File: config.mk
export PLATFORM = sky130hd
export DESIGN_NAME = scs_fold
export DESIGN_NICKNAME = d
export VERILOG_FILES = /design/src/hdl/scs_pkg.sv /design/src/hdl/scs_fold.sv
export SDC_FILE = /design/constraint.sdc
export NUM_CORES = 2
export LEC_CHECK = 0
export ABC_AREA = 1
export ABC_CLOCK_PERIOD_IN_PS = 7000
export BUFFER_PORTS_ARGS = -buffer_cell sky130_fd_sc_hd__buf_2
export CAP_MARGIN = 15
export CORE_MARGIN = 5
export CORE_UTILIZATION = 30
export DETAILED_ROUTE_END_ITERATION = 12
export GPL_TIMING_DRIVEN = 0
export PLACE_DENSITY = 0.43
export SETUP_SLACK_MARGIN = 0.15
export SYNTH_ARGS = -nofsm -noshare
export SYNTH_HDL_FRONTEND = slang
export SYNTH_SLANG_ARGS = --single-unit
export TNS_END_PERCENT = 30
File: constraint.sdc
create_clock -name aclk -period 7 [get_ports aclk]
set_input_delay 0.35 -clock aclk [delete_from_list [all_inputs] [get_ports aclk]]
set_output_delay 0.35 -clock aclk [all_outputs]
set_load 0.02 [all_outputs]
File: src/hdl/scs_pkg.sv
// Shared constants and word types for the sine/cosine series core.
package scs_pkg;

    // Number of series terms after the leading term.
    localparam int SERIES_TERMS = 8;

    // Angle constants in Q8.56, truncated.
    localparam logic [63:0] PI_Q56      = 64'h03243F6A8885A308;
    localparam logic [63:0] HALF_PI_Q56 = 64'h01921FB54442D184;
    localparam logic [63:0] TWO_PI_Q56  = 64'h06487ED5110B4611;

    // Largest widened angle magnitude is 2^63; enough quotient bits to reduce it.
    localparam int RED_STEPS = $clog2((64'h8000000000000000 / TWO_PI_Q56) + 64'd1);

    localparam int X_W    = 31;  // folded magnitude, Q1.30 unsigned
    localparam int X2_W   = 32;  // x squared, Q2.30 unsigned
    localparam int TERM_W = 32;  // series term, Q2.30 unsigned
    localparam int V_W    = 34;  // term times x squared, before division
    localparam int RCP_W  = 32;  // reciprocal of a term divisor, scaled by 2^32
    localparam int SUM_W  = 36;  // signed running sum
    localparam int DIV_W  = $clog2(2 * SERIES_TERMS * (2 * SERIES_TERMS + 1) + 1);
    localparam int OUT_W  = 32;

    localparam logic [TERM_W-1:0] ONE_Q30 = TERM_W'(32'h40000000);

    // Word in the range reduction stages.
    typedef struct packed {
        logic [63:0] rem;   // magnitude remainder, Q8.56
        logic        sgn;   // sign of the original angle
    } red_t;

    // Word in the series stages.
    typedef struct packed {
        logic [X2_W-1:0]         x2;
        logic [TERM_W-1:0]       term_s;
        logic [TERM_W-1:0]       term_c;
        logic signed [SUM_W-1:0] sum_s;
        logic signed [SUM_W-1:0] sum_c;
        logic                    neg;    // negate sine
        logic                    fold;   // negate cosine
    } ser_t;

endpackage

File: src/hdl/scs_fold.sv
// Move the remainder into [-pi, pi], fold into [0, pi/2] and square it.
module scs_fold (
    input  logic          aclk,
    input  logic          aresetn,
    input  logic          in_valid,
    output logic          in_ready,
    input  scs_pkg::red_t in_data,
    output logic          out_valid,
    input  logic          out_ready,
    output scs_pkg::ser_t out_data
);

    logic                        f1_valid_reg;
    logic [63:0]                 f1_m_reg;
    logic                        f1_neg_reg;
    logic                        f2_valid_reg;
    logic [scs_pkg::X_W-1:0]     f2_x_reg;
    logic                        f2_neg_reg;
    logic                        f2_fold_reg;
    logic                        f3_valid_reg;
    scs_pkg::ser_t               f3_reg;

    logic                        f1_ready;
    logic                        f2_ready;
    logic                        f3_ready;
    logic                        gt_pi;
    logic [63:0]                 f1_m_next;
    logic                        f1_neg_next;
    logic                        gt_half;
    logic [63:0]                 mf;
    logic [2*scs_pkg::X_W-1:0]   xx;
    scs_pkg::ser_t               f3_next;

    assign f3_ready = !f3_valid_reg || out_ready;
    assign f2_ready = !f2_valid_reg || f3_ready;
    assign f1_ready = !f1_valid_reg || f2_ready;
    assign in_ready = f1_ready;

    // Past pi the angle wraps to the other sign.
    always_comb begin
        gt_pi       = in_data.rem > scs_pkg::PI_Q56;
        f1_m_next   = gt_pi ? (scs_pkg::TWO_PI_Q56 - in_data.rem) : in_data.rem;
        f1_neg_next = (in_data.sgn && (in_data.rem != 64'd0)) ^ gt_pi;
    end

    always_comb begin
        gt_half = f1_m_reg > scs_pkg::HALF_PI_Q56;
        mf      = gt_half ? (scs_pkg::PI_Q56 - f1_m_reg) : f1_m_reg;
    end

    always_comb begin
        xx              = (2*scs_pkg::X_W)'(f2_x_reg) * (2*scs_pkg::X_W)'(f2_x_reg);
        f3_next.x2      = xx[30 +: scs_pkg::X2_W];
        f3_next.term_s  = scs_pkg::TERM_W'(f2_x_reg);
        f3_next.term_c  = scs_pkg::ONE_Q30;
        f3_next.sum_s   = $signed(scs_pkg::SUM_W'(f2_x_reg));
        f3_next.sum_c   = $signed(scs_pkg::SUM_W'(scs_pkg::ONE_Q30));
        f3_next.neg     = f2_neg_reg;
        f3_next.fold    = f2_fold_reg;
    end

    always_ff @(posedge aclk) begin
        if (!aresetn) begin
            f1_valid_reg <= 1'b0;
            f2_valid_reg <= 1'b0;
            f3_valid_reg <= 1'b0;
        end else begin
            if (f1_ready) begin
                f1_valid_reg <= in_valid;
            end
            if (f2_ready) begin
                f2_valid_reg <= f1_valid_reg;
            end
            if (f3_ready) begin
                f3_valid_reg <= f2_valid_reg;
            end
        end
    end

    always_ff @(posedge aclk) begin
        if (f1_ready && in_valid) begin
            f1_m_reg   <= f1_m_next;
            f1_neg_reg <= f1_neg_next;
        end
        if (f2_ready && f1_valid_reg) begin
            f2_x_reg    <= mf[26 +: scs_pkg::X_W];
            f2_neg_reg  <= f1_neg_reg;
            f2_fold_reg <= gt_half;
        end
        if (f3_ready && f2_valid_reg) begin
            f3_reg <= f3_next;
        end
    end

    assign out_valid = f3_valid_reg;
    assign out_data  = f3_reg;

endmodule

=== Word level (Yosys, flattened, before mapping) ===
Index checks and enable logic that the tools add are counted.

* Flip-flop bits (word level): 166
* Bits of input ports: 69

* Order comparisons: 2
* Reduce and logical (&&, ||, !) cells: 11
* Multiplexer cells: 2
* Multiply operators: 1
* $add $sub $neg: 2
* Bitwise logic cells: 1

{| class="wikitable"
|+ Operators with widths
! kind !! count
|-
| $gt 64x57->1 const B || 1
|-
| $gt 64x58->1 const B || 1
|-
| $mux 64 || 1
|-
| $reduce_bool 64->1 || 1
|-
| $sub 59x64->64 const A || 1
|-
| $mul 31x31->62 || 1
|-
| $mux 57 || 1
|-
| $sub 57x57->57 const A || 1
|-
| $logic_and 1x1->1 || 4
|-
| $logic_not 1->1 || 3
|-
| $logic_or 1x1->1 || 3
|-
| $xor 1x1->1 || 1
|}

=== Depth between registers and ports, before layout ===
* Word-level depth: 5
* Mapped depth: 32
* Depth with buffers taken out: 31

=== Least setup slack after synthesis ===
No wires, ideal clock.

* Kind: register to register
* From: register f2_x_reg[4] (netlist name)
* To: register f3_reg (netlist bit out_data[159]), data pin
* Stages on the path, launching flop included: 28
* Data arrival time: 6.596 ns
* Period minus slack after synthesis: 6.849 ns
* Required time: 6.748 ns
* Setup time: 0.252 ns
* Setup slack: 0.151 ns
* Buffers on the path: 2
* Cells stage by stage: edfxtp_1 > clkbuf_1 > buf_1 > nand2_1 > fa_1 > inv_1 > fa_1 > fa_1 > inv_1 > fa_1 > inv_1 > fa_1 > fa_1 > fa_1 > inv_1 > fa_1 > inv_1 > ha_1 > a21oi_1 > o21ai_0 > inv_1 > nand2_1 > a21oi_1 > nor2_1 > nor2_1 > nand2_1 > nand2_1 > nand2_1

* Longest elaborated chain between the ends: 1

{| class="wikitable"
|+ RTL lines
! item !! line !! source
|-
| start, declared || scs_fold.sv:17 || <nowiki>logic [scs_pkg::X_W-1:0] f2_x_reg;</nowiki>
|-
| start signal, assigned || scs_fold.sv:86 || <nowiki>f2_x_reg <= mf[26 +: scs_pkg::X_W];</nowiki>
|-
| $mul 31x31->62 || scs_fold.sv:52 || <nowiki>xx = (2*scs_pkg::X_W)'(f2_x_reg) * (2*scs_pkg::X_W)'(f2_x_reg);</nowiki>
|-
| named net xx (one bit) || scs_fold.sv:31 || <nowiki>logic [2*scs_pkg::X_W-1:0] xx;</nowiki>
|-
| end signal, assigned || scs_fold.sv:91 || <nowiki>f3_reg <= f3_next;</nowiki>
|-
| end, declared || scs_fold.sv:21 || <nowiki>scs_pkg::ser_t f3_reg;</nowiki>
|}

The timed path passes the listed nets, and every way through them passes these cells.
A chain may end at the register's enable or synchronous reset.

=== Worst setup path in the final report ===
* From: register f2_x_reg[8] (netlist name)
* To: register f3_reg (netlist bit out_data[156]), data pin

The elaborated chain is that of the path after synthesis.

==> summary.txt <==
Fin Hold WS - 0.06564 ns
Vias in the first global route - 39,818
Crit path max-delay family - adder cells
Crit. End Element - register
Unrepaired setup endpoints after global routing - true
Share of layout cells above drive strength 1 - 0.1639
GP Congestion - 0.9717
Num CTS Buffers - 17
Avg Cell Area, Syn - 7.205 um2
Slew @ Worst Pin - 0.8687 ns
Fin crit share - 0.9952
I/O pin count - 241
Max FFs per register - 65
CP Data Required Time - 7.28 ns
Initial Util - 0.3022
Cell Area, Synth - 43,470 um2
Drt drc - 0
Sinks on the clock net - 166
Beginning of the worst register-to-register path - f2_x_reg[8]
Final setup viols - 0
Synth warnings - 0
Core area - 143,800 um2
Routed wire per std cell - 21.20 um
Initial DRC count - 2,545
Routed vias/inst - 4.548
Routed WL - 177,800 um
GR Util All Layers - 0.2334
Max-slew headroom - 0.4148
Sequential area share after synthesis - 0.1140
# port buffers - 150
1st-pass router iterations - 7
Die width - 390.7 um
Deepest clock path buffer count - 2
Hold WC Path Type - input pin to register
Most used cell, CP - fa_1
GR Overflow Total - 0
Stages on worst setup path - 25
Die height - 390.7 um
Final Slew Violations - 0
First-pass GRT wire length - 260,000 um
Largest net degree at the start of global routing - 45
Via count - 38,133
Register area - 4955 um2
Multi-input logic area - 33,240 um2
Final Skew - 0.02230 ns
Die area - 152,600 um2
Yosys reg bits - 166
Crit-path max cell delay - 0.57 ns
Clk Latency, worst-skew pair - 0.55 ns
Startpoint types - register
Status - finished clean
Final-layout fill cell count - 15,397
Clk root buf - clkbuf_16
Worst setup endpoint - out_data[156]
Antenna viol nets, final - 0
CTS H-tree depth - 4
Slowest CP cell - fa_1
Mapped Cells - 6,033
R2r worst-path depth - 25
Yosys cell types - 44
Crit path launch - f2_x_reg[8]
Fmax - 143.5 MHz
Worst Path Arrival - 7.24 ns
Fin. Hold Viols - 0
Worst Path Class, Setup - register to register
Initial antenna violation count - 10
Reg2Reg Setup Slack - 0.03 ns
Max-capacitance violation count - 0
Hold Path Origin - aresetn
Buffers & Inverters on Critical Path - 6
RR Endpoint - out_data[156]
Rows - 139
CP max FO - 4
Layout area overhead - 21.05%
Clock transition at the registers of the reported paths - 0.09 ns
TritonCTS clock tree - done
Post-layout minimum cycle time - 6.967 ns
Post-DP HPWL - 151,300 um
Nets@finish - 7,560
-- what timing repair did --
action	4_1_cts	5_1_grt
hold buffers	1	0
buffers inserted	165	9
cloned	1	0
endpoints found under the hold margin	1	0
resized for setup	762	132
setup endpoints to repair	32	32
pin swaps	205	68
-- metrics by stage --
| stage | cells | worst slack (ns) | util | instance area (um2) | setup TNS, ns |
|---|---|---|---|---|---|
| after floorplan | 6105 | 0.1512 | - | 43740 | 0 |
| after global placement | 8158 | -2.988 | 0.3259 | 46870 | -146.40 |
| after detailed placement | 8177 | -2.719 | 0.3283 | 47220 | -76.56 |
| after CTS | 8375 | 0.09675 | 0.3624 | 52130 | 0 |
| after global routing | 8384 | -0.1575 | 0.3658 | 52620 | -2.660 |
| final | 8385 | 0.03328 | 0.3659 | 52620 | 0 |
-- worst reg2reg max path, cell delays in order, from the launching register on --
cell and delay, ns:
edfxtp_1 0.38, buf_12 0.15, buf_8 0.14, buf_6 0.19, nand2_1 0.14, fa_1 0.52
inv_1 0.06, fa_1 0.52, inv_1 0.05, fa_1 0.53, fa_1 0.52, inv_1 0.06
fa_1 0.57, fa_1 0.45, fa_1 0.53, fa_1 0.46, ha_4 0.32, nand2_2 0.13
nor2_4 0.22, nand2_2 0.14, nor2_2 0.14, nand2_2 0.10, nand2_2 0.12, nand2_2 0.09
nand3_2 0.09, nand2_4 0.11
-- cells in the final DEF (no fill, tap or decap), types with 34 or more instances in the layout --
master | Yosys | layout
nand2_1 | 1796 | 1660
nand2_4 | 2 | 35
buf_4 | 111 | 262
nor2_1 | 465 | 407
nor3_1 | 43 | 34
nand2_2 | 1 | 103
ha_1 | 266 | 215
conb_1 | 2 | 74
buf_2 | 26 | 176
ha_4 | 0 | 48
inv_1 | 1645 | 1597
nor2_2 | 9 | 44
o21ai_0 | 87 | 66
fa_1 | 757 | 724
nand4_1 | 52 | 52
inv_2 | 11 | 59
edfxtp_1 | 163 | 163
clkbuf_16 | 0 | 43
xor2_1 | 54 | 52
clkbuf_8 | 0 | 36
a21oi_1 | 139 | 94
nand3_1 | 212 | 198
-- how the worst min path moves through the flow --
stage               slack, ns  depth (start not counted)            to
floorplan                0.40                          0    f2_neg_reg
global placement         0.40                          0   out_data[0]
detailed placement       0.41                          0   out_data[1]
CTS                     0.002                          3  f1_valid_reg
global route             0.06                          3  f1_valid_reg
finish                   0.07                          3  f1_valid_reg
-- cells in the mapped netlist (all sizes together) --
cell    instances  share of area
nand2        1799           0.16
inv          1656           0.14
fa            757           0.35
nor2          475          0.042
ha            266          0.077
nand3         213          0.025
edfxtp        163           0.11
buf           152          0.024
a21oi         141          0.017
clkbuf         91         0.0079
o21ai          90          0.010
xor2           54          0.011
nand4          52         0.0075
nor3           47         0.0059
o21bai         21         0.0036
xnor2          13         0.0026
and2            8         0.0012
nand3b          8         0.0014
nor4            4        0.00058
a21boi          3        0.00052
dfxtp           3         0.0014
o21a            3        0.00052
or2             3        0.00043
a21o            2        0.00035
a31o            2        0.00040
conb            2        0.00017
o22ai           2        0.00029
clkinv          1       0.000086
mux2            1        0.00026
nand2b          1        0.00014
-- per-layer routing --
metal | GRT usage | vias up | share of wire
li1 | - | 18232 | -
met1 | 0.3094 | 18657 | 0.44
met4 | 0.08744 | 0 | 0.042
met3 | 0.02894 | 203 | 0.050
met5 | 0 | - | 0
met2 | 0.3912 | 1041 | 0.47
-- kinds of logic (layout without fill, tap and decap cells) --
| logic type | count (synthesis) | in the layout | share of synthesized area |
|---|---|---|---|
| flip-flops | 166 | 166 | 0.1140 |
| other | 2 | 75 | 0.0001728 |
| multiplexers | 1 | 1 | 0.0002590 |
| XOR/XNOR | 67 | 67 | 0.01350 |
| adder cells (fa/ha/maj) | 1023 | 1023 | 0.4252 |
| AO/OA/AOI/OAI | 264 | 264 | 0.03264 |
| buffers and inverters | 1900 | 2276 | 0.1751 |
| AND/OR/NAND/NOR | 2610 | 2610 | 0.2391 |
-- area by class of cell --
cell class | instances | share of cell area
clock inverter | 15 | 0.003686
timing repair buffer | 345 | 0.05065
inverter | 1657 | 0.1182
clock buffer | 17 | 0.008084
sequential | 166 | 0.09416
tap | 1903 | 0.04525
antenna | 1 | 0.00004756
multi-input combinational | 4039 | 0.6316
buffer | 242 | 0.04829
Power is left out: the tool's default activity adds up to more than one toggle a clock period on the data nets, which glitch-free logic cannot reach.
