===== src/hdl/scs_pkg.sv =====
// Shared constants and word types for the sine/cosine series core.
package scs_pkg;

    // Number of series terms after the leading term.
    localparam int SERIES_TERMS = 8;

    // Angle constants in Q8.56, truncated.
    localparam logic [63:0] PI_Q56      = 64'h03243F6A8885A308;
    localparam logic [63:0] HALF_PI_Q56 = 64'h01921FB54442D184;
    localparam logic [63:0] TWO_PI_Q56  = 64'h06487ED5110B4611;

    // Largest widened angle magnitude is 2^63; enough quotient bits to reduce it.
    localparam int RED_STEPS = $clog2((64'h8000000000000000 / TWO_PI_Q56) + 64'd1);

    localparam int X_W    = 31;  // folded magnitude, Q1.30 unsigned
    localparam int X2_W   = 32;  // x squared, Q2.30 unsigned
    localparam int TERM_W = 32;  // series term, Q2.30 unsigned
    localparam int V_W    = 34;  // term times x squared, before division
    localparam int RCP_W  = 32;  // reciprocal of a term divisor, scaled by 2^32
    localparam int SUM_W  = 36;  // signed running sum
    localparam int DIV_W  = $clog2(2 * SERIES_TERMS * (2 * SERIES_TERMS + 1) + 1);
    localparam int OUT_W  = 32;

    localparam logic [TERM_W-1:0] ONE_Q30 = TERM_W'(32'h40000000);

    // Word in the range reduction stages.
    typedef struct packed {
        logic [63:0] rem;   // magnitude remainder, Q8.56
        logic        sgn;   // sign of the original angle
    } red_t;

    // Word in the series stages.
    typedef struct packed {
        logic [X2_W-1:0]         x2;
        logic [TERM_W-1:0]       term_s;
        logic [TERM_W-1:0]       term_c;
        logic signed [SUM_W-1:0] sum_s;
        logic signed [SUM_W-1:0] sum_c;
        logic                    neg;    // negate sine
        logic                    fold;   // negate cosine
    } ser_t;

endpackage


===== src/hdl/scs_reduce_step.sv =====
// One restoring step of the angle remainder by a multiple of 2*pi.
module scs_reduce_step (
    input  logic               aclk,
    input  logic               aresetn,
    input  logic               in_valid,
    output logic               in_ready,
    input  scs_pkg::red_t      in_data,
    input  logic [63:0]        multiple,
    output logic               out_valid,
    input  logic               out_ready,
    output scs_pkg::red_t      out_data
);

    logic          valid_reg;
    scs_pkg::red_t data_reg;
    scs_pkg::red_t data_next;

    assign in_ready = !valid_reg || out_ready;

    always_comb begin
        data_next = in_data;
        if (in_data.rem >= multiple) begin
            data_next.rem = in_data.rem - multiple;
        end
    end

    always_ff @(posedge aclk) begin
        if (!aresetn) begin
            valid_reg <= 1'b0;
        end else if (in_ready) begin
            valid_reg <= in_valid;
        end
    end

    always_ff @(posedge aclk) begin
        if (in_ready && in_valid) begin
            data_reg <= data_next;
        end
    end

    assign out_valid = valid_reg;
    assign out_data  = data_reg;

endmodule


===== config.mk =====
export PLATFORM = sky130hd
export DESIGN_NAME = scs_reduce_step
export DESIGN_NICKNAME = d
export VERILOG_FILES = /design/src/hdl/scs_pkg.sv /design/src/hdl/scs_reduce_step.sv
export SDC_FILE = /design/constraint.sdc
export NUM_CORES = 1
export LEC_CHECK = 0
export ABC_AREA = 1
export BUFFER_PORTS_ARGS = -buffer_cell sky130_fd_sc_hd__buf_2
export CAP_MARGIN = 40
export CORE_MARGIN = 2
export CORE_UTILIZATION = 35
export CTS_BUF_LIST = sky130_fd_sc_hd__clkbuf_8 sky130_fd_sc_hd__clkbuf_16
export CTS_CLUSTER_SIZE = 20
export DETAILED_ROUTE_END_ITERATION = 10
export SETUP_SLACK_MARGIN = 0.05
export SYNTH_ARGS = -nofsm -noshare
export SYNTH_HDL_FRONTEND = slang
export SYNTH_SLANG_ARGS = --single-unit

===== constraint.sdc =====
create_clock -name aclk -period 5.2 [get_ports aclk]
set_clock_uncertainty 0.15 [all_clocks]
set_input_delay 0.52 -clock aclk [delete_from_list [all_inputs] [get_ports aclk]]
set_output_delay 0.52 -clock aclk [all_outputs]
set_load 0.01 [all_outputs]

# Yosys cells after proc, flatten, opt, wreduce, memory -nomap -nowiden
# Cells that the tools add are included.
# op_classes
add_sub_neg	1
magnitude_cmp	1
muxes	1
reduce_logical	3
# ops
cell	n
$ge A64 B64 Y1	1
$mux W64	1
$sub A64 B64 Y64	1
$logic_and A1 B1 Y1	1
$logic_not A1 Y1	1
$logic_or A1 B1 Y1	1
# word_totals
regBits	66
in_bits	133
wordCells	9

# Depth between registers and ports, before layout
# Gate-level depths: netlist (run 1).
# logic_depth
depth_word	3
depth_mapped	18

# Worst setup path before layout (run 1)
# Ideal clock, no wire load.
# synth_path
path_type	input -> register
from	input port in_valid
to	register data_reg (netlist bit out_data[0]) (enable)
setup_time_ps	509
arrival_ps	3713
required_time_ps	4541
setup_slack_ps	828
cell_stages	2
n_path_buf	0
cell_sequence	inv_1 > a21oi_1
# synth_between
elab_chain_len	1
# synth_rtl
element	line	source
start: declaration	scs_reduce_step.sv:5	input logic in_valid,
$logic_and A1 B1 Y1	scs_reduce_step.sv:36	if (in_ready && in_valid) begin
end signal: assignment	scs_reduce_step.sv:37	data_reg <= data_next;
end: declaration	scs_reduce_step.sv:15	scs_pkg::red_t data_reg;
# Every way passes these cells.
# A chain may end at the register's enable or synchronous reset.

==> results.tsv, run 1 <==
stage	metric	value	unit
synth	ys_seq_area_share	21.4	%
cts	post-cts-setup-buffer-count	0	
power	comb_power_share	45.0	%
synth	syn_area	9230	µm²
global_route	grt_pass1_wl	53.0	mm
placed_design	io_buffers	199	
die	row_count	59	
drt	drt_iter0_drc	729	
setup_path	cp_top_family	simple AND/OR/NAND/NOR gates	
setup_path	critPathMaxFanout	41	
power	power.share.clock	25.4	%
cts	cts_tree	built	
status	status	finished clean	
timing	fin_setup_tns	0	ns
cts	clkTransAtPathRegs	0.06	ns
cts	h-tree-depth	3	
setup_path	cp_cell_sequence	buf_2, inv_1, ha_1, fa_1, inv_1, nand3_1, nand2_4, nand2_2, nand2_4, nand2_2, nand2_4, nand2_2, nand3_2, nand2_2, nand2_4, buf_4, nand3_1, nand2_1	
cts	cts_buffers	9	
power	leakagePower	6.82	nW
setup_path	start_kind	input pin	
timing	relSlewSlack	54.9	%
timing	finalCritPeriodShare	63.2	%
die	start_util	35.5	%
timing	setup_ws	1.91	ns
timing	worstMarginPinSlew	0.677	ns
synth	synth_fp_nets	1851	
synth	synth_area_per_cell	5.58	µm²
die	chipWidth	166	µm
cts	cts-root-buf	clkbuf_16	
setup_path	worstPathArrival	3.35	ns
job	cap_violations	0	
power	power.internal	1.33	mW
timing	setup_viol	0	
setup_path	required	5.27	ns
setup_path	max_stage_delay	0.54	ns
synth	ys_types	34	
drt	antenna_left	0	
synth	yosys_warnings	0	
global_route	grt_pass1_vias	9495	
timing	rsz0062_at_grt	false	
power	sw_frac_of_total	42.8	%
global_route	track_usage	24.9	%
worst_hold_path	min_path_type	in -> reg	
synth	synthFlopType	edfxtp_1	
cts	clock_sinks	66	
die	fp.coreArea	26000	µm²
layout	drive_above_1_share	15.3	%
synth	synth-async-reset-ratio	0	%
drt	vias	10174	
placed_design	hpwlAfterDp	30.3	mm
setup_path	path_class	in -> reg	
placed_design	post-place-ws	1.57	ns
die	die_h	166	µm
power	netSwitchingPower	992	µW
drt	drt_wl_total	35.2	mm
die	die_area	27700	µm²
layout	nNetsFinal	2051	
placed_design	place.gp.congestion	1.04	
layout	area_growth	17.3	%
power	power.density	214	nW/µm²
timing	final_max_slew_viol_count	0	
global_route	grt.overflow.total	0	
layout	diodes	0	
setup_path	path_buf_inv	4	
drt	viasPerCell	4.64	
power	ir_drop	0.000123	V
cts	cts_resized	0	
global_route	grt_max_degree	63	
drt	drc	0	
synth	ys_ff_latch	66	
timing	fmax	304	MHz
setup_path	crit_path_end_kind	register	
cts	cts_hold_buf	0	
die	ios	200	
setup_path	crit_slowest_cell	buf_4	
power	pwr-share-seq	29.6	%
synth	netlist_instances	1653	
layout	regArea	1970	µm²
layout	n_fill_cell	2989	
synth	synth-edff-count	65	
timing	hold_viol_final	0	
drt	drtPass1Iterations	5	
layout	multi_input_area	5590	µm²
cts	clockBufferDepth	2	
global_route	antenna_found_initial	1	
drt	avgRoutedWirePerCell	16.0	µm
cts	clkLatencyLatePin	0.34	ns
timing	period_minus_slack	3.29	ns
==> cells in the mapped netlist, types with 2 or more instances <==
| master | number | share of area [%] |
|---|---|---|
| nand3_2 | 20 | 2.2 |
| nand2_4 | 4 | 0.49 |
| nand3_1 | 71 | 3.9 |
| inv_1 | 399 | 16 |
| nor3_2 | 3 | 0.33 |
| nor2_1 | 111 | 4.5 |
| buf_12 | 3 | 0.65 |
| edfxtp_1 | 65 | 21 |
| buf_2 | 7 | 0.38 |
| nor3_1 | 7 | 0.38 |
| nor2_2 | 6 | 0.41 |
| nand4_1 | 20 | 1.4 |
| nand2_1 | 745 | 30 |
| nor4_1 | 3 | 0.20 |
| nand2_2 | 20 | 1.4 |
| a21oi_1 | 42 | 2.3 |
| o21ai_0 | 7 | 0.38 |
| ha_1 | 64 | 8.7 |
| a21oi_2 | 2 | 0.19 |
| and2_1 | 2 | 0.14 |
| xor2_1 | 30 | 2.8 |
| inv_2 | 10 | 0.41 |
==> layout by cell type (no fill, tap or decap), drive strengths merged <==
master,n
buf,202
fa,1
xor2,30
ha,64
inv,411
xnor2,1
nand4,20
o21ai,8
edfxtp,65
a21boi,1
clkinvlp,2
nor4,3
clkbuf,9
nand3,91
nor3,10
nor2,118
a21oi,44
dfxtp,1
nand2,769
and2,2
and3,1
clkinv,5
==> state kept, by name (all words and copies together), names as in the netlist <==
| signal | flops |
|---|---|
| out_data | 65 |
| out_valid | 1 |
==> metal layers <==
metal | up-vias | global-route usage [%] | wire [µm]
met5 | - | 0 | 0
met4 | 0 | 5.10 | 519
met3 | 25 | 3.65 | 2370
met2 | 315 | 38.3 | 14900
met1 | 4533 | 37.1 | 17400
li1 | 5301 | - | -
==> area by class of cell <==
cell class	count	area share [%]
Clock inverter	7	0.347
Clock buffer	9	2.08
Multi-Input combinational cell	1163	51.7
Sequential cell	66	18.2
Timing Repair Buffer	202	9.52
Inverter	411	14.3
Tap cell	335	3.87
==> stage by stage <==
step           std cells  instance area (µm²)  hold WS [ns]  util [%]  total power [mW]
6_report            2193                10800         0.208      41.7              2.32
5_1_grt             2193                10800         0.200      41.7              2.49
4_1_cts             2193                10800         0.193      41.7              2.35
3_5_place_dp        2177                10600         0.390      40.6              1.74
3_3_place_gp        2176                10500         0.376      40.6              1.73
2_1_floorplan       1653                 9230         0.445         -              1.39
==> kinds of logic (layout without fill, tap and decap cells) <==
group	after synthesis	in the layout	share of synthesized area [%]
DFF	66	66	21.4
xor gates and xnor gates	31	31	2.94
AOI/OAI and AO/OA	53	53	2.98
adders and majority gates	65	65	8.89
buffers and inverters	424	629	18.1
and+or+nand+nor	1014	1014	45.7
==> power groups by stage <==
stage | Combinational (mW) | Clock (mW) | Sequential [mW]
after global routing | 1.17 | 0.619 | 0.692
after global placement | 1.03 | 0 | 0.699
after floorplan | 0.658 | 0 | 0.736
after CTS | 1.04 | 0.614 | 0.688
final | 1.05 | 0.589 | 0.687
after detailed placement | 1.04 | 0 | 0.698
==> path summary, 6_finish.rpt <==
path	startpoint	end	slack, ns	cells after the start
max	in_data[1]	out_data[34]	1.91	18
min	in_data[0]	out_data[0]	0.21	1
max reg2reg	out_valid	out_data[7]	3.48	2
min reg2reg	out_valid	out_valid	0.41	2
==> worst register-to-register path, delay by kind of cell (launching register included) <==
kind	cells	cell delay, ns
buffers and inverters	1	0.49
flip-flops	1	0.34
AO/OA/AOI/OAI	1	0.34
Note: power is estimated with default switching activity, not from simulation.
==> inputs of run 2 (changes only) <==
==> constraint.sdc (replaced) <==
create_clock -name aclk -period 2.8 [get_ports aclk]
set_clock_uncertainty 0.15 [all_clocks]
set_input_delay 0.28 -clock aclk [delete_from_list [all_inputs] [get_ports aclk]]
set_output_delay 0.28 -clock aclk [all_outputs]
set_load 0.01 [all_outputs]
==> results.tsv, run 2 (synthesis gave the netlist of run 1 again) <==
stage	metric	value	unit	change
drt	avgRoutedWirePerCell	15.8	µm	was 16.0 µm
layout	area_growth	21.8	%	was 17.3%
cts	clock_sinks	66		unchanged
layout	nNetsFinal	2099		was 2,051
setup_path	worstReg2RegStart	out_valid		unchanged
setup_path	required	2.76	ns	was 5.27 ns
timing	hold_viol_final	0		unchanged
power	comb_power_share	46.3	%	was 45.0%
power	leakagePower	7.07	nW	was 6.82 nW
power	sw_frac_of_total	42.1	%	was 42.8%
drt	drt_wl_total	35.4	mm	was 35.2 mm
drt	drt_iter0_drc	762		was 729
timing	relSlewSlack	70.6	%	was 54.9%
layout	diodes	0		unchanged
cts	cts_hold_buf	1		was 0
cts	h-tree-depth	3		unchanged
global_route	track_usage	25.3	%	was 24.9%
drt	antenna_left	0		unchanged
setup_path	max_stage_delay	0.40	ns	was 0.54 ns
setup_path	path_class	in -> reg		unchanged
setup_path	start_kind	input pin		unchanged
cts	clockBufferDepth	2		unchanged
layout	final_cell_mix	nand2_1 (745), inv_1 (400), buf_2 (199), nor2_1 (111), nand3_1 (71)		unchanged
die	chipWidth	166	µm	unchanged
power	power.share.clock	24.8	%	was 25.4%
setup_path	cp_cell_sequence	buf_2, inv_1, ha_1, fa_1, inv_1, nand3_1, nand2_4, nand2_1, nand2_1, nand2_1, nand3_1, nand2_1, nand3_1, nand2_1, nand3_2, nand2_1		was buf_2, inv_1, ha_1, fa_1, inv_1, nand3_1, nand2_4, nand2_2, nand2_4, nand2_2, nand2_4, nand2_2, nand3_2, nand2_2, nand2_4, buf_4, nand3_1, nand2_1
drt	drtPass1Iterations	5		unchanged
setup_path	critPathMaxFanout	4		was 41
die	die_h	166	µm	unchanged
worst_hold_path	min_path_type	in -> reg		unchanged
placed_design	hpwlAfterDp	30.5	mm	was 30.3 mm
layout	regArea	1970	µm²	unchanged
cts	cts_tree	built		unchanged
setup_path	path_common_cell	nand2_1		
die	fp.coreArea	26000	µm²	unchanged
timing	fmax	395	MHz	
timing	rsz0062_at_grt	false		unchanged
placed_design	place.gp.congestion	0.939		was 1.04
placed_design	post-place-ws	-0.0900	ns	was 1.57 ns
setup_path	ff2ff_setup_slack	1.40	ns	was 3.48 ns
power	power.internal	2.56	mW	was 1.33 mW
timing	setup_viol	0		unchanged
status	status	finished clean		unchanged
layout	largest_reg_flops	65		unchanged
global_route	grt.overflow.total	0		unchanged
cts	cts_resized	0		unchanged
layout	final_common_cell	nand2_1		unchanged
setup_path	cp_top_family	simple AND/OR/NAND/NOR gates		unchanged
setup_path	crit_path_end_kind	register		unchanged
timing	setup_ws	0.266	ns	was 1.91 ns
setup_path	r2r_cells	2		unchanged
global_route	antenna_found_initial	0		was 1
die	row_count	59		unchanged
setup_path	crit_cells	16		was 18
power	ir_drop	0.000257	V	was 0.000123 V
power	pwr-share-seq	28.9	%	was 29.6%
layout	multi_input_area	5590	µm²	unchanged
layout	final_util	43.2	%	was 41.7%
cts	post-cts-setup-buffer-count	0		unchanged
layout	drive_above_1_share	17.4	%	was 15.3%
job	cap_violations	0		unchanged
timing	period_minus_slack	2.53	ns	
power	netSwitchingPower	1.86	mW	was 992 µW
timing	worstMarginPinSlew	0.438	ns	was 0.677 ns
die	die_area	27700	µm²	unchanged
die	start_util	35.5	%	unchanged
setup_path	crit_slowest_cell	fa_1		was buf_4
cts	clkTransAtPathRegs	0.06	ns	about the same
timing	fin_setup_tns	0	ns	unchanged
setup_path	critPathLaunch	in_data[1]		unchanged
global_route	grt_max_degree	66		was 63
placed_design	io_buffers	199		unchanged
drt	viasPerCell	4.52		was 4.64
cts	clkLatencyLatePin	0.35	ns	was 0.34 ns
global_route	grt_pass1_vias	9649		was 9,495
die	ios	200		unchanged
power	power.density	394	nW/µm²	was 214 nW/µm²
worst_hold_path	hold-path-cell-count	2		was 1
cts	cts-root-buf	clkbuf_16		unchanged
setup_path	worstPathArrival	2.50	ns	was 3.35 ns
timing	finalCritPeriodShare	90.5	%	
global_route	grt_pass1_wl	54.1	mm	was 53.0 mm
setup_path	crit_end	out_data[55]		was out_data[34]
cts	cts_buffers	9		unchanged
timing	final_max_slew_viol_count	0		unchanged
drt	vias	10139		was 10,174
setup_path	path_buf_inv	3		was 4
drt	drc	0		unchanged
setup_path	timing.rr.end	out_data[8]		was out_data[7]
layout	n_fill_cell	3001		was 2,989
[run 2: changes by cell type in the layout (fill, tap and decap cells not counted), sizes merged]
cell	change
buf	+47
dlygate4sd3	+1
[run 2: per-layer routing]
metal | wire length (µm) | track usage, % | part of all wire, %
met1 | 17900 | 38.2 | 51
met5 | 0 | 0 | 0
met4 | 312 | 3.82 | 0.88
met2 | 15000 | 39.4 | 42
met3 | 2140 | 3.10 | 6.0
[run 2: through the flow]
| stage | cell area, µm² | hold WS [ns] | power, mW | cells |
|---|---|---|---|---|
| floorplan | 9240 | 0.229 | 2.59 | 1653 |
| global placement | 11000 | 0.311 | 3.33 | 2224 |
| detailed placement | 11000 | 0.313 | 3.34 | 2224 |
| CTS | 11200 | 0.0168 | 4.46 | 2241 |
| global route | 11200 | 0.0491 | 4.74 | 2241 |
| finish | 11200 | 0.0298 | 4.42 | 2241 |
[run 2: power by group through the flow]
stage	Clock (mW)	Combinational [mW]	Sequential, mW
floorplan	0	1.22	1.36
global placement	0	2.03	1.30
detailed placement	0	2.04	1.30
CTS	1.13	2.05	1.28
global route	1.16	2.29	1.29
finish	1.10	2.05	1.28
[run 2: area by class of cell]
type,instances,area share (%)
sequential,66,17.5
tap,335,3.73
clock inverter,7,0.334
inverter,411,13.8
clock buffer,9,2.00
timing repair buffer,250,12.8
multi-input combinational,1163,49.8
[run 2: worst reg2reg max path: cells and delay by family, from the launching register on]
kind                   cells  cell delay (ns)
AO/OA/AOI/OAI              1             0.18
flip-flops                 1             0.34
buffers and inverters      1             0.35
[run 2: worst min-delay path by stage]
stage                     startpoint     endpoint
after floorplan           in_data[0]  out_data[0]
after global placement    in_data[0]  out_data[0]
after detailed placement  in_data[0]  out_data[0]
after CTS                    aresetn    out_valid
after global routing         aresetn    out_valid
final                        aresetn    out_valid
==> inputs of run 3 (changes only) <==
--- a/config.mk
+++ b/config.mk
@@ -9,10 +9,11 @@
 export BUFFER_PORTS_ARGS = -buffer_cell sky130_fd_sc_hd__buf_2
 export CAP_MARGIN = 40
 export CORE_MARGIN = 2
-export CORE_UTILIZATION = 35
+export CORE_UTILIZATION = 45
 export CTS_BUF_LIST = sky130_fd_sc_hd__clkbuf_8 sky130_fd_sc_hd__clkbuf_16
 export CTS_CLUSTER_SIZE = 20
 export DETAILED_ROUTE_END_ITERATION = 10
+export PLACE_DENSITY = 0.68
 export SETUP_SLACK_MARGIN = 0.05
 export SYNTH_ARGS = -nofsm -noshare
 export SYNTH_HDL_FRONTEND = slang
==> constraint.sdc (replaced) <==
create_clock -name aclk -period 3.1 [get_ports aclk]
set_clock_uncertainty 0.15 [all_clocks]
set_input_delay 0.31 -clock aclk [delete_from_list [all_inputs] [get_ports aclk]]
set_output_delay 0.31 -clock aclk [all_outputs]
set_load 0.01 [all_outputs]
==> results.tsv, run 3 (synthesis gave the netlist of run 1 again) <==
stage	metric	value	unit	change
timing	fmax	398	MHz	
global_route	antenna_found_initial	0		unchanged
cts	post-cts-setup-buffer-count	0		unchanged
timing	final_max_slew_viol_count	0		unchanged
die	ios	200		unchanged
status	status	finished clean		unchanged
cts	cts_resized	0		unchanged
cts	clockBufferDepth	2		unchanged
global_route	grt_pass1_wl	50.5	mm	was 54.1 mm
global_route	grt_max_degree	43		was 66
setup_path	worstReg2RegStart	out_valid		unchanged
layout	largest_reg_flops	65		unchanged
die	die_area	21700	µm²	was 27,700 µm²
job	cap_violations	0		unchanged
layout	final_area	10900	µm²	was 11,200 µm²
cts	cts_hold_buf	1		unchanged
timing	rsz0062_at_grt	false		unchanged
placed_design	io_buffers	199		unchanged
power	power.internal	2.41	mW	was 2.56 mW
drt	vias	10085		was 10,139
placed_design	dp_cells	2117		was 2,224
power	netSwitchingPower	1.64	mW	was 1.86 mW
setup_path	path_class	in -> reg		unchanged
power	leakagePower	6.87	nW	was 7.07 nW
setup_path	cp_cell_sequence	buf_2, ha_1, nand2_1, nor2_1, nand3_1, nand3_1, nand2_1, nand2_1, nand2_1, nand3_1, nand2_1, nand3_2, nand2_1		was buf_2, inv_1, ha_1, fa_1, inv_1, nand3_1, nand2_4, nand2_1, nand2_1, nand2_1, nand3_1, nand2_1, nand3_1, nand2_1, nand3_2, nand2_1
drt	avgRoutedWirePerCell	15.5	µm	was 15.8 µm
setup_path	worstPathArrival	2.48	ns	was 2.50 ns
cts	cts_tree	built		unchanged
setup_path	critPathMaxFanout	4		unchanged
timing	setup_viol	0		unchanged
layout	drive_above_1_share	15.5	%	was 17.4%
drt	viasPerCell	4.73		was 4.52
cts	clkLatencyLatePin	0.35	ns	about the same
worst_hold_path	min-delay-start	aresetn		unchanged
setup_path	max_stage_delay	0.36	ns	was 0.40 ns
global_route	grt.overflow.total	0		unchanged
placed_design	place.gp.congestion	0.975		was 0.939
drt	drc	0		unchanged
power	pwr-share-seq	28.5	%	was 28.9%
layout	final_common_cell	nand2_1		unchanged
timing	fin_setup_tns	0	ns	unchanged
timing	setup_ws	0.586	ns	was 0.266 ns
setup_path	crit_slowest_cell	nor2_1		was fa_1
setup_path	start_kind	input pin		unchanged
cts	cts-root-buf	clkbuf_16		unchanged
worst_hold_path	hold-path-cell-count	2		unchanged
layout	instances_no_fill	2133		was 2,241
setup_path	ff2ff_setup_slack	1.29	ns	was 1.40 ns
die	chipWidth	147	µm	was 166 µm
die	start_util	45.8	%	was 35.5%
cts	clkTransAtPathRegs	0.06	ns	about the same
setup_path	r2r_cells	2		unchanged
power	comb_power_share	43.4	%	was 46.3%
setup_path	required	3.06	ns	was 2.76 ns
drt	drtPass1Iterations	5		unchanged
placed_design	post-place-ws	0.253	ns	was -0.0900 ns
global_route	track_usage	30.7	%	was 25.3%
cts	clock_sinks	66		unchanged
layout	area_growth	17.7	%	was 21.8%
timing	finalCritPeriodShare	81.1	%	
layout	nNetsFinal	2057		was 2,099
placed_design	hpwlAfterDp	28.9	mm	was 30.5 mm
die	row_count	52		was 59
layout	final_cell_mix	nand2_1 (745), inv_1 (400), buf_2 (199), nor2_1 (111), nand3_1 (71)		unchanged
die	fp.coreArea	20200	µm²	was 26,000 µm²
drt	antenna_left	0		unchanged
global_route	grt_pass1_vias	9266		was 9,649
cts	cts_buffers	9		unchanged
timing	holdWs	0.0690	ns	was 0.0298 ns
cts	h-tree-depth	3		unchanged
worst_hold_path	min_path_type	in -> reg		unchanged
layout	diodes	0		unchanged
drt	drt_wl_total	33.1	mm	was 35.4 mm
setup_path	path_common_cell	nand2_1		unchanged
drt	drt_iter0_drc	659		was 762
power	sw_frac_of_total	40.5	%	was 42.1%
setup_path	crit_path_end_kind	register		unchanged
placed_design	dpl_cell_area	10500	µm²	was 11,000 µm²
power	ir_drop	0.000248	V	was 0.000257 V
timing	relSlewSlack	62.1	%	was 70.6%
timing	period_minus_slack	2.51	ns	
power	power.density	373	nW/µm²	was 394 nW/µm²
timing	hold_viol_final	0		unchanged
timing	worstMarginPinSlew	0.567	ns	was 0.438 ns
die	die_h	147	µm	was 166 µm
setup_path	timing.rr.end	out_data[14]		was out_data[8]
worst_hold_path	min_to	out_valid		unchanged
power	power.share.clock	28.1	%	was 24.8%
[run 3: cell types whose count changed in the layout (fill, tap and decap cells not counted), sizes merged]
cell,before,now
clkinv,5,2
bufinv,0,2
buf,249,207
[run 3: area by class of cell]
type                       instances  area, µm²
inverter                         411       1550
fill                            2153       9310
clock inverter                     6       83.8
tap                              270        338
multi-input combinational       1163       5590
sequential                        66       1970
timing repair buffer             208       1100
clock buffer                       9        225
[run 3: how the worst max path moves through the flow]
stage / depth (start not counted) / from / endpoint
after floorplan: 2 / out_ready / out_data[0]
after global placement: 19 / in_data[1] / out_data[53]
after detailed placement: 19 / in_data[1] / out_data[41]
after CTS: 19 / in_data[1] / out_data[41]
after global routing: 19 / in_data[1] / out_data[41]
final: 13 / in_data[8] / out_data[50]
[run 3: power groups by stage]
stage / Combinational [mW] / Clock, mW / Sequential [mW]
finish: 1.76 / 1.14 / 1.15
global route: 1.97 / 1.18 / 1.16
CTS: 1.75 / 1.15 / 1.15
detailed placement: 1.74 / 0 / 1.17
global placement: 1.73 / 0 / 1.17
floorplan: 1.10 / 0 / 1.23
[run 3: routing by layer]
layer  global-route usage (%)  up-vias  wire length [µm]
li1                         -     5316                 -
met1                     45.0     4381             16300
met2                     46.6      352             13800
met3                     5.09       36              2280
met4                     8.75        0               756
met5                        0        -                 0
[run 3: through the flow]
stage / util [%] / total power [mW]
2_1_floorplan: - / 2.34
3_3_place_gp: 52.3 / 2.90
3_5_place_dp: 52.3 / 2.91
4_1_cts: 53.9 / 4.06
5_1_grt: 53.9 / 4.31
6_report: 53.9 / 4.05
[run 3: worst max-delay path, delay by kind of cell]
family / cells / cell delay [ns]
adders and majority gates: 1 / 0.34
and+or+nand+nor: 11 / 1.72
buffers and inverters: 1 / 0.11
